[src/rtl/core/multi_slot_software_timer_top_assert.svh]
// assertion macros for the timer slot bank
// expects clk and rst_n in the scope that uses them
`ifndef MULTI_SLOT_SOFTWARE_TIMER_TOP_ASSERT_SVH
`define MULTI_SLOT_SOFTWARE_TIMER_TOP_ASSERT_SVH

`ifndef SYNTHESIS
`define MSST_ASSERT_IMP(lbl, ante, cons) \
  lbl: assert property (@(posedge clk) disable iff (!rst_n) (ante) |-> (cons)) \
    else $error("same-cycle check failed");
`define MSST_ASSERT_NXT(lbl, ante, cons) \
  lbl: assert property (@(posedge clk) disable iff (!rst_n) (ante) |=> (cons)) \
    else $error("next-cycle check failed");
`else
`define MSST_ASSERT_IMP(lbl, ante, cons)
`define MSST_ASSERT_NXT(lbl, ante, cons)
`endif

`endif

[src/rtl/core/msst_pkg.sv]
// shared types and constants for the timer slot bank
// no dependencies
package msst_pkg;

  localparam int NUM_SLOTS = 16;
  localparam int IDX_W     = (NUM_SLOTS > 1) ? $clog2(NUM_SLOTS) : 1;
  localparam int SLOT_W    = 4;
  localparam int CNT_W     = 32;
  localparam int RLD_W     = 31;

  typedef enum logic [1:0] {
    CMD_TICK   = 2'd0,
    CMD_ARM    = 2'd1,
    CMD_DISARM = 2'd2,
    CMD_QUERY  = 2'd3
  } cmd_t;

  typedef enum logic [1:0] {
    ST_IDLE  = 2'b01,
    ST_SWEEP = 2'b10
  } state_t;

  typedef struct packed {
    logic             run;
    logic             pend;
    logic             dis;
    logic [CNT_W-1:0] cnt;
    logic [RLD_W-1:0] rld;
  } slot_t;

endpackage

[src/rtl/core/msst_cell.sv]
// one cell of the slot ring: holds a single slot and takes its neighbor's on shift
// depends on msst_pkg
module msst_cell (
  input  logic            clk,
  input  logic            rst_n,
  input  logic            shift_en,
  input  msst_pkg::slot_t d,
  output msst_pkg::slot_t q,
  output logic            fire
);

  msst_pkg::slot_t slot_r;
  msst_pkg::slot_t slot_nxt;

  always_comb begin
    slot_nxt = shift_en ? d : slot_r;
  end

  always_ff @(posedge clk) begin
    if (!rst_n) begin
      slot_r <= '0;
    end else begin
      slot_r <= slot_nxt;
    end
  end

  assign q = slot_r;
  // will expire on the next tick: running or pending, no disarm, count at one or zero
  assign fire = (slot_r.run | slot_r.pend) & ~slot_r.dis &
                (slot_r.cnt[msst_pkg::CNT_W-1:1] == '0);

endmodule

[src/rtl/core/multi_slot_software_timer_top.sv]
// top level of the timer slot bank: command intake, ring of slot cells, result register
// depends on msst_pkg, msst_cell and multi_slot_software_timer_top_assert.svh
//
//  channel | dir | tdata                                    | tuser      | tlast
//  in_     | in  | slot[3:0] ticks[35:4] interval[66:36]    | cmd[1:0]   | -
//  out_    | out | out_slot[3:0] armed_flag[4] remaining[36:5] | fired    | last
//
// every command takes the idle state that takes the word in plus one full turn of
// the ring, a step per slot; a result that waits on a stalled output holds the ring;
// the head cell is the only place a slot is changed and, but for the fire flags taken
// at intake, the only place one is read, so the ring turn sets the rate.
// an addressed slot beyond the bank still turns the ring and reports at the end.
// reset clears every slot at once; no clearing pass.
`include "multi_slot_software_timer_top_assert.svh"

module multi_slot_software_timer_top (
  input  logic        clk,
  input  logic        rst_n,
  input  logic        in_tvalid,
  output logic        in_tready,
  input  logic [71:0] in_tdata,   // slot, ticks, interval
  input  logic [1:0]  in_tuser,   // cmd
  output logic        out_tvalid,
  input  logic        out_tready,
  output logic [39:0] out_tdata,  // out_slot, armed_flag, remaining
  output logic        out_tuser,  // fired
  output logic        out_tlast
);

  localparam int N  = msst_pkg::NUM_SLOTS;
  localparam int IW = msst_pkg::IDX_W;
  localparam int CW = msst_pkg::CNT_W;
  localparam int RW = msst_pkg::RLD_W;
  localparam int SW = msst_pkg::SLOT_W;

  msst_pkg::state_t state_r, state_nxt;
  msst_pkg::cmd_t   cmd_r, cmd_nxt;
  logic [SW-1:0]    slot_r, slot_nxt;
  logic [CW-1:0]    tk_r, tk_nxt;
  logic [RW-1:0]    iv_r, iv_nxt;
  logic             slot_ok_r, slot_ok_nxt;
  logic             quiet_r, quiet_nxt;
  logic [N-1:0]     rem_r, rem_nxt;
  logic [IW-1:0]    hd_r, hd_nxt;

  logic             out_valid_r, out_valid_nxt;
  logic             out_fired_r, out_fired_nxt;
  logic [SW-1:0]    out_slot_r, out_slot_nxt;
  logic             out_armed_r, out_armed_nxt;
  logic [CW-1:0]    out_rem_r, out_rem_nxt;
  logic             out_last_r, out_last_nxt;

  msst_pkg::slot_t  cell_q [N];
  msst_pkg::slot_t  head_upd;
  msst_pkg::slot_t  head;
  logic [N-1:0]     cell_fire;

  logic             in_acc;
  logic [SW-1:0]    in_slot;
  logic [CW-1:0]    in_ticks;
  logic             at_end;
  logic             hit;
  logic [N-1:0]     hd_bit;
  logic             emit;
  logic             e_fired;
  logic [SW-1:0]    e_slot;
  logic             e_armed;
  logic [CW-1:0]    e_rem;
  logic             e_last;
  logic             out_free;
  logic             step;

  // ring of cells, the head at position 0 wraps back into the tail
  for (genvar i = 0; i < N; i++) begin : g_cell
    msst_pkg::slot_t d;
    if (i == N - 1) begin : g_tail
      assign d = head_upd;
    end else begin : g_mid
      assign d = cell_q[i+1];
    end
    msst_cell u_cell (
      .clk      (clk),
      .rst_n    (rst_n),
      .shift_en (step),
      .d        (d),
      .q        (cell_q[i]),
      .fire     (cell_fire[i])
    );
  end

  assign in_tready = (state_r == msst_pkg::ST_IDLE);
  assign in_acc    = in_tvalid & in_tready;
  assign in_slot   = in_tdata[3:0];
  assign in_ticks  = in_tdata[35:4];

  assign head   = cell_q[0];
  assign at_end = (hd_r == IW'(N - 1));
  assign hit    = slot_ok_r && (32'(hd_r) == 32'(slot_r));
  assign hd_bit = N'(1) << hd_r;

  // slot update at the head cell
  always_comb begin
    head_upd = head;
    case (cmd_r)
      msst_pkg::CMD_TICK: begin
        if (head.pend) begin
          head_upd.pend = 1'b0;
          head_upd.run  = 1'b1;
        end
        if (head.run | head.pend) begin
          if (head.dis) begin
            head_upd.run = 1'b0;
            head_upd.dis = 1'b0;
          end else if (head.cnt > CW'(1)) begin
            head_upd.cnt = head.cnt - CW'(1);
          end else if (head.rld != '0) begin
            head_upd.cnt = CW'(head.rld);
          end else begin
            head_upd.cnt = '0;
            head_upd.run = 1'b0;
          end
        end
      end
      msst_pkg::CMD_ARM: begin
        if (hit) begin
          head_upd.cnt = tk_r;
          head_upd.rld = iv_r;
          head_upd.dis = 1'b0;
          if (!head.run && !head.pend) begin
            head_upd.pend = 1'b1;
          end
        end
      end
      msst_pkg::CMD_DISARM: begin
        if (hit) begin
          head_upd.cnt = '0;
          head_upd.rld = '0;
          head_upd.dis = 1'b1;
        end
      end
      default: begin
        head_upd = head;
      end
    endcase
  end

  // result for the current head position
  always_comb begin
    emit    = 1'b0;
    e_fired = 1'b0;
    e_slot  = slot_r;
    e_armed = 1'b0;
    e_rem   = '0;
    e_last  = 1'b1;
    case (cmd_r)
      msst_pkg::CMD_TICK: begin
        e_fired = cell_fire[0];
        e_slot  = cell_fire[0] ? SW'(hd_r) : '0;
        e_last  = cell_fire[0] ? ((rem_r & ~hd_bit) == '0) : 1'b1;
        emit    = cell_fire[0] || (at_end && quiet_r);
      end
      msst_pkg::CMD_ARM: begin
        emit = slot_ok_r ? hit : at_end;
      end
      msst_pkg::CMD_DISARM: begin
        emit    = slot_ok_r ? hit : at_end;
        e_armed = slot_ok_r & (head.run | head.pend);
      end
      msst_pkg::CMD_QUERY: begin
        emit    = slot_ok_r ? hit : at_end;
        e_armed = slot_ok_r & (head.run | head.pend) & ~head.dis;
        e_rem   = slot_ok_r ? head.cnt : '0;
      end
      default: begin
        emit = 1'b0;
      end
    endcase
  end

  assign out_free = ~out_valid_r | out_tready;
  assign step     = (state_r == msst_pkg::ST_SWEEP) && (!emit || out_free);

  always_comb begin
    state_nxt   = state_r;
    cmd_nxt     = cmd_r;
    slot_nxt    = slot_r;
    tk_nxt      = tk_r;
    iv_nxt      = iv_r;
    slot_ok_nxt = slot_ok_r;
    quiet_nxt   = quiet_r;
    rem_nxt     = rem_r;
    hd_nxt      = hd_r;
    if (in_acc) begin
      cmd_nxt     = msst_pkg::cmd_t'(in_tuser);
      slot_nxt    = in_slot;
      tk_nxt      = (in_ticks == '0) ? CW'(1) : in_ticks;
      iv_nxt      = in_tdata[66:36];
      slot_ok_nxt = (32'(in_slot) < 32'(N));
      rem_nxt     = cell_fire;
      quiet_nxt   = (cell_fire == '0);
      state_nxt   = msst_pkg::ST_SWEEP;
    end else if (step) begin
      rem_nxt = rem_r & ~hd_bit;
      if (at_end) begin
        hd_nxt    = '0;
        state_nxt = msst_pkg::ST_IDLE;
      end else begin
        hd_nxt = hd_r + IW'(1);
      end
    end
  end

  always_comb begin
    out_valid_nxt = out_valid_r;
    out_fired_nxt = out_fired_r;
    out_slot_nxt  = out_slot_r;
    out_armed_nxt = out_armed_r;
    out_rem_nxt   = out_rem_r;
    out_last_nxt  = out_last_r;
    if (step && emit) begin
      out_valid_nxt = 1'b1;
      out_fired_nxt = e_fired;
      out_slot_nxt  = e_slot;
      out_armed_nxt = e_armed;
      out_rem_nxt   = e_rem;
      out_last_nxt  = e_last;
    end else if (out_tready) begin
      out_valid_nxt = 1'b0;
    end
  end

  always_ff @(posedge clk) begin
    if (!rst_n) begin
      state_r     <= msst_pkg::ST_IDLE;
      hd_r        <= '0;
      rem_r       <= '0;
      out_valid_r <= 1'b0;
    end else begin
      state_r     <= state_nxt;
      hd_r        <= hd_nxt;
      rem_r       <= rem_nxt;
      out_valid_r <= out_valid_nxt;
    end
  end

  always_ff @(posedge clk) begin
    cmd_r       <= cmd_nxt;
    slot_r      <= slot_nxt;
    tk_r        <= tk_nxt;
    iv_r        <= iv_nxt;
    slot_ok_r   <= slot_ok_nxt;
    quiet_r     <= quiet_nxt;
    out_fired_r <= out_fired_nxt;
    out_slot_r  <= out_slot_nxt;
    out_armed_r <= out_armed_nxt;
    out_rem_r   <= out_rem_nxt;
    out_last_r  <= out_last_nxt;
  end

  assign out_tvalid = out_valid_r;
  assign out_tuser  = out_fired_r;
  assign out_tlast  = out_last_r;
  assign out_tdata  = {3'b000, out_rem_r, out_armed_r, out_slot_r};

  `MSST_ASSERT_IMP(a_idle_aligned, state_r == msst_pkg::ST_IDLE, hd_r == '0)
  `MSST_ASSERT_NXT(a_turn_ends, step && at_end, state_r == msst_pkg::ST_IDLE && hd_r == '0)
  `MSST_ASSERT_NXT(a_rem_shrinks, state_r == msst_pkg::ST_SWEEP, (rem_r & ~$past(rem_r)) == '0)

endmodule
[config.mk]
export PLATFORM = sky130hd
export DESIGN_NAME = multi_slot_software_timer_top
export DESIGN_NICKNAME = d
export VERILOG_FILES = /design/src/rtl/core/msst_pkg.sv /design/src/rtl/core/msst_cell.sv /design/src/rtl/core/multi_slot_software_timer_top.sv
export VERILOG_INCLUDE_DIRS = /design/src /design/src/rtl/core
export SDC_FILE = /design/constraint.sdc
export NUM_CORES = 2
export LEC_CHECK = 0
export ABC_AREA = 1
export ABC_CLOCK_PERIOD_IN_PS = 3900
export BUFFER_PORTS_ARGS = -buffer_cell sky130_fd_sc_hd__buf_2
export CAP_MARGIN = 20
export CORE_MARGIN = 1.5
export CORE_UTILIZATION = 45
export DETAILED_ROUTE_END_ITERATION = 12
export PLACE_DENSITY = 0.72
export SYNTH_ARGS = -nofsm -noshare
export SYNTH_HDL_FRONTEND = slang
export SYNTH_SLANG_ARGS = --single-unit
[constraint.sdc]
create_clock -name clk -period 3.9 [get_ports clk]
set_input_delay 0.195 -clock clk [delete_from_list [all_inputs] [get_ports clk]]
set_output_delay 0.195 -clock clk [all_outputs]
set_load 0.005 [all_outputs]
==> impl_metrics.json <==
{
  "status": "finished, final reports clean",
  "nets": 6194,
  "clkLatencyLatePin_ns": 0.72,
  "grt_max_degree": 243,
  "routed_wl_um": 124000,
  "cp-end-kind": "flip-flop",
  "dieHeight_um": 326,
  "fmax_mhz": 283,
  "critPathKind": "reg -> reg",
  "grt_pass1_vias": 36600,
  "syn_area_um2": 47000,
  "post-cts-setup-buffers": 0,
  "slew_headroom": 0.238,
  "final_common_cell": "nor2_1",
  "maxCapViolCount": 0,
  "grt_pass1_wl_um": 198000,
  "synthArstFlopShare": 0,
  "port_buffers": 113,
  "clk_pin_slew_worst_paths_ns": 0.06,
  "vias": 40100,
  "synth_edf_count": 109,
  "place_area_um2": 47900,
  "ir_drop_uv": 498,
  "numCtsBuffers": 115,
  "grt-ovfl-total": 0,
  "coreArea_um2": 103000,
  "final_cell_mix": "nor2_1, dfxtp_1, o21ai_0",
  "wl_per_cell_um": 16.4,
  "initial_utilization": 0.454,
  "ys_types": 43,
  "hold_class": "in -> reg",
  "dieArea_um2": 106000,
  "cp.required_ns": 4.52,
  "finalCritPeriodShare": 0.905,
  "grt_usage": 0.228,
  "ff2ff_setup_slack_ns": 0.37,
  "cts_max_level": 3,
  "vias_per_cell": 5.29,
  "cts-root-buf": "clkbuf_16",
  "boundaryPins": 122,
  "ys_ff_latch": 1188,
  "cts.sinks": 1188,
  "slowest_stage": "buf_12",
  "cts_hold_buf": 70,
  "max_stage_delay_ns": 0.46,
  "ant_nets": 0,
  "p_leak_nw": 21.1,
  "syn_inst": 6194,
  "p_per_area_nw_per_um2": 546,
  "path_max_fanout": 148,
  "drive_above_1_share": 0.0640,
  "final_area_um2": 52400,
  "finalClockSkew_ns": 0.0433,
  "routabilityCongestion": 0.977,
  "worstMarginPinSlew_ns": 1.14,
  "synth-main-ff-cell": "dfxtp_1",
  "die_w_um": 326,
  "cpLargestDelayFamily": "simple AND/OR/NAND/NOR gates",
  "drtPass1Iterations": 5,
  "dp_hpwl_um": 80900,
  "clockBufferDepth": 3,
  "synth_warnings": 0,
  "hold_violations": 0,
  "slew_violations": 0,
  "crit_buf_inv": 2,
  "avgSynthCellArea_um2": 7.58,
  "setup_viol": 0,
  "drtIter0Drc": 4467,
  "rows": 118,
  "cp.arrival_ns": 4.15,
  "cts-resized-gates": 0,
  "cts_tree": "done",
  "rsz0062_at_grt": "no",
  "crit_path_start_kind": "flip-flop",
  "yosysSeqAreaShare": 0.529,
  "fill_cells": 9862,
  "cp_cell_sequence": "nor2_1, nand2_1, nor3_2, nand4_2, nand2_2, nand3_4, nand2_8, buf_12, buf_12, o21ai_0, nor2_1",
  "antenna_found_initial": 3,
  "min_period_ns": 3.53,
  "route.detailed.drc": 0,
  "area_delta_synth_final_pct": 11.5,
  "tns_ns": 0
}
## layer usage
layer	vias to the layer above	wire length, µm	GRT usage
met5	-	14	0
met4	2	3570	0.0710
met3	228	8170	0.0361
met2	1158	56800	0.366
met1	18700	55700	0.315
li1	20100	-	-
## cell usage after synthesis (all sizes together), types with 2 or more instances
| cell | instances | area share |
|---|---|---|
| nor2 | 1918 | 0.15 |
| dfxtp | 1079 | 0.46 |
| o21ai | 1079 | 0.11 |
| nand2 | 485 | 0.039 |
| inv | 326 | 0.026 |
| a21oi | 229 | 0.024 |
| clkbuf | 224 | 0.018 |
| buf | 214 | 0.025 |
| nand3 | 117 | 0.013 |
| edfxtp | 109 | 0.070 |
| nor4 | 94 | 0.013 |
| nor3 | 84 | 0.0092 |
| nand4 | 74 | 0.010 |
| o211ai | 59 | 0.0094 |
| or2 | 39 | 0.0052 |
| ha | 13 | 0.0035 |
| o22ai | 12 | 0.0016 |
| o21bai | 9 | 0.0014 |
| nand3b | 7 | 0.0011 |
| and3 | 5 | 0.00067 |
| xor2 | 4 | 0.00075 |
| clkinv | 3 | 0.00024 |
| nor3b | 3 | 0.00048 |
| and2 | 2 | 0.00027 |
## registers in the layout (all words and copies together) (netlist names)
name,cells
g_cell.u_cell.q,1056
cmd_r,2
out_slot_r,4
out_armed_r,1
iv_r,31
out_rem_r,32
out_tlast,1
rem_r,16
quiet_r,1
state_r,2
out_tuser,1
hd_r,4
tk_r,32
slot_r,4
out_tvalid,1
## worst register-to-register path, cell delays in order, from the launching register on
cell     delay (ns)
dfxtp_1        0.36
nor2_1         0.26
nand2_1        0.20
nor3_2         0.28
nand4_2        0.26
nand2_2        0.14
nand3_4        0.14
nand2_8        0.29
buf_12         0.42
buf_12         0.63
o21ai_0        0.32
nor2_1         0.15
## area by class of cell
cell class                 instances  area [µm²]  share of cell area
clock inverter                    39         354             0.00676
tap                             1380        1730              0.0330
sequential                      1188       24900               0.475
antenna                            1        2.50           0.0000478
clock buffer                     179        3470              0.0663
inverter                         329        1240              0.0238
timing repair buffer             228        1830              0.0349
multi-input combinational       4241       18900               0.360
## cell families (layout without fill, tap and decap cells)
group / after synthesis / count (layout) / share of synthesized area
other cells: 1 / 4 / 0.0000798
fa+ha+maj: 13 / 13 / 0.00346
simple gates: 2828 / 2828 / 0.245
flops: 1188 / 1188 / 0.529
xor+xnor: 4 / 4 / 0.000746
compound gates: 1393 / 1393 / 0.153
buf+inv: 767 / 775 / 0.0691
## through the flow
stage	worst slack, ns	instances	hold slack, ns	power, W	utilization
global placement	0.518	7296	0.372	0.0176	0.462
global route	0.120	7584	0.0963	0.0299	0.506
finish	0.370	7585	0.0490	0.0286	0.506
detailed placement	0.507	7296	0.373	0.0176	0.462
CTS	0.451	7584	0.0425	0.0287	0.506
floorplan	0.368	6196	0.294	0.0165	-
## worst paths after layout
kind / from / end / cells after the start
setup reg to reg: g_cell[0].u_cell.q[38] / g_cell[14].u_cell.q[21] / 11
hold / removal: rst_n / g_cell[3].u_cell.q[40] / 3
setup / recovery: g_cell[0].u_cell.q[38] / g_cell[14].u_cell.q[21] / 11
hold reg to reg: rem_r[3] / rem_r[3] / 2
## where the power goes
| group | total (W) | internal [W] | switching [W] |
|---|---|---|---|
| sequential | 0.0137 | 0.0131 | 0.000591 |
| combinational | 0.00382 | 0.00132 | 0.00251 |
| clock | 0.0111 | 0.00629 | 0.00481 |
Power figures use the tool's default switching activity.
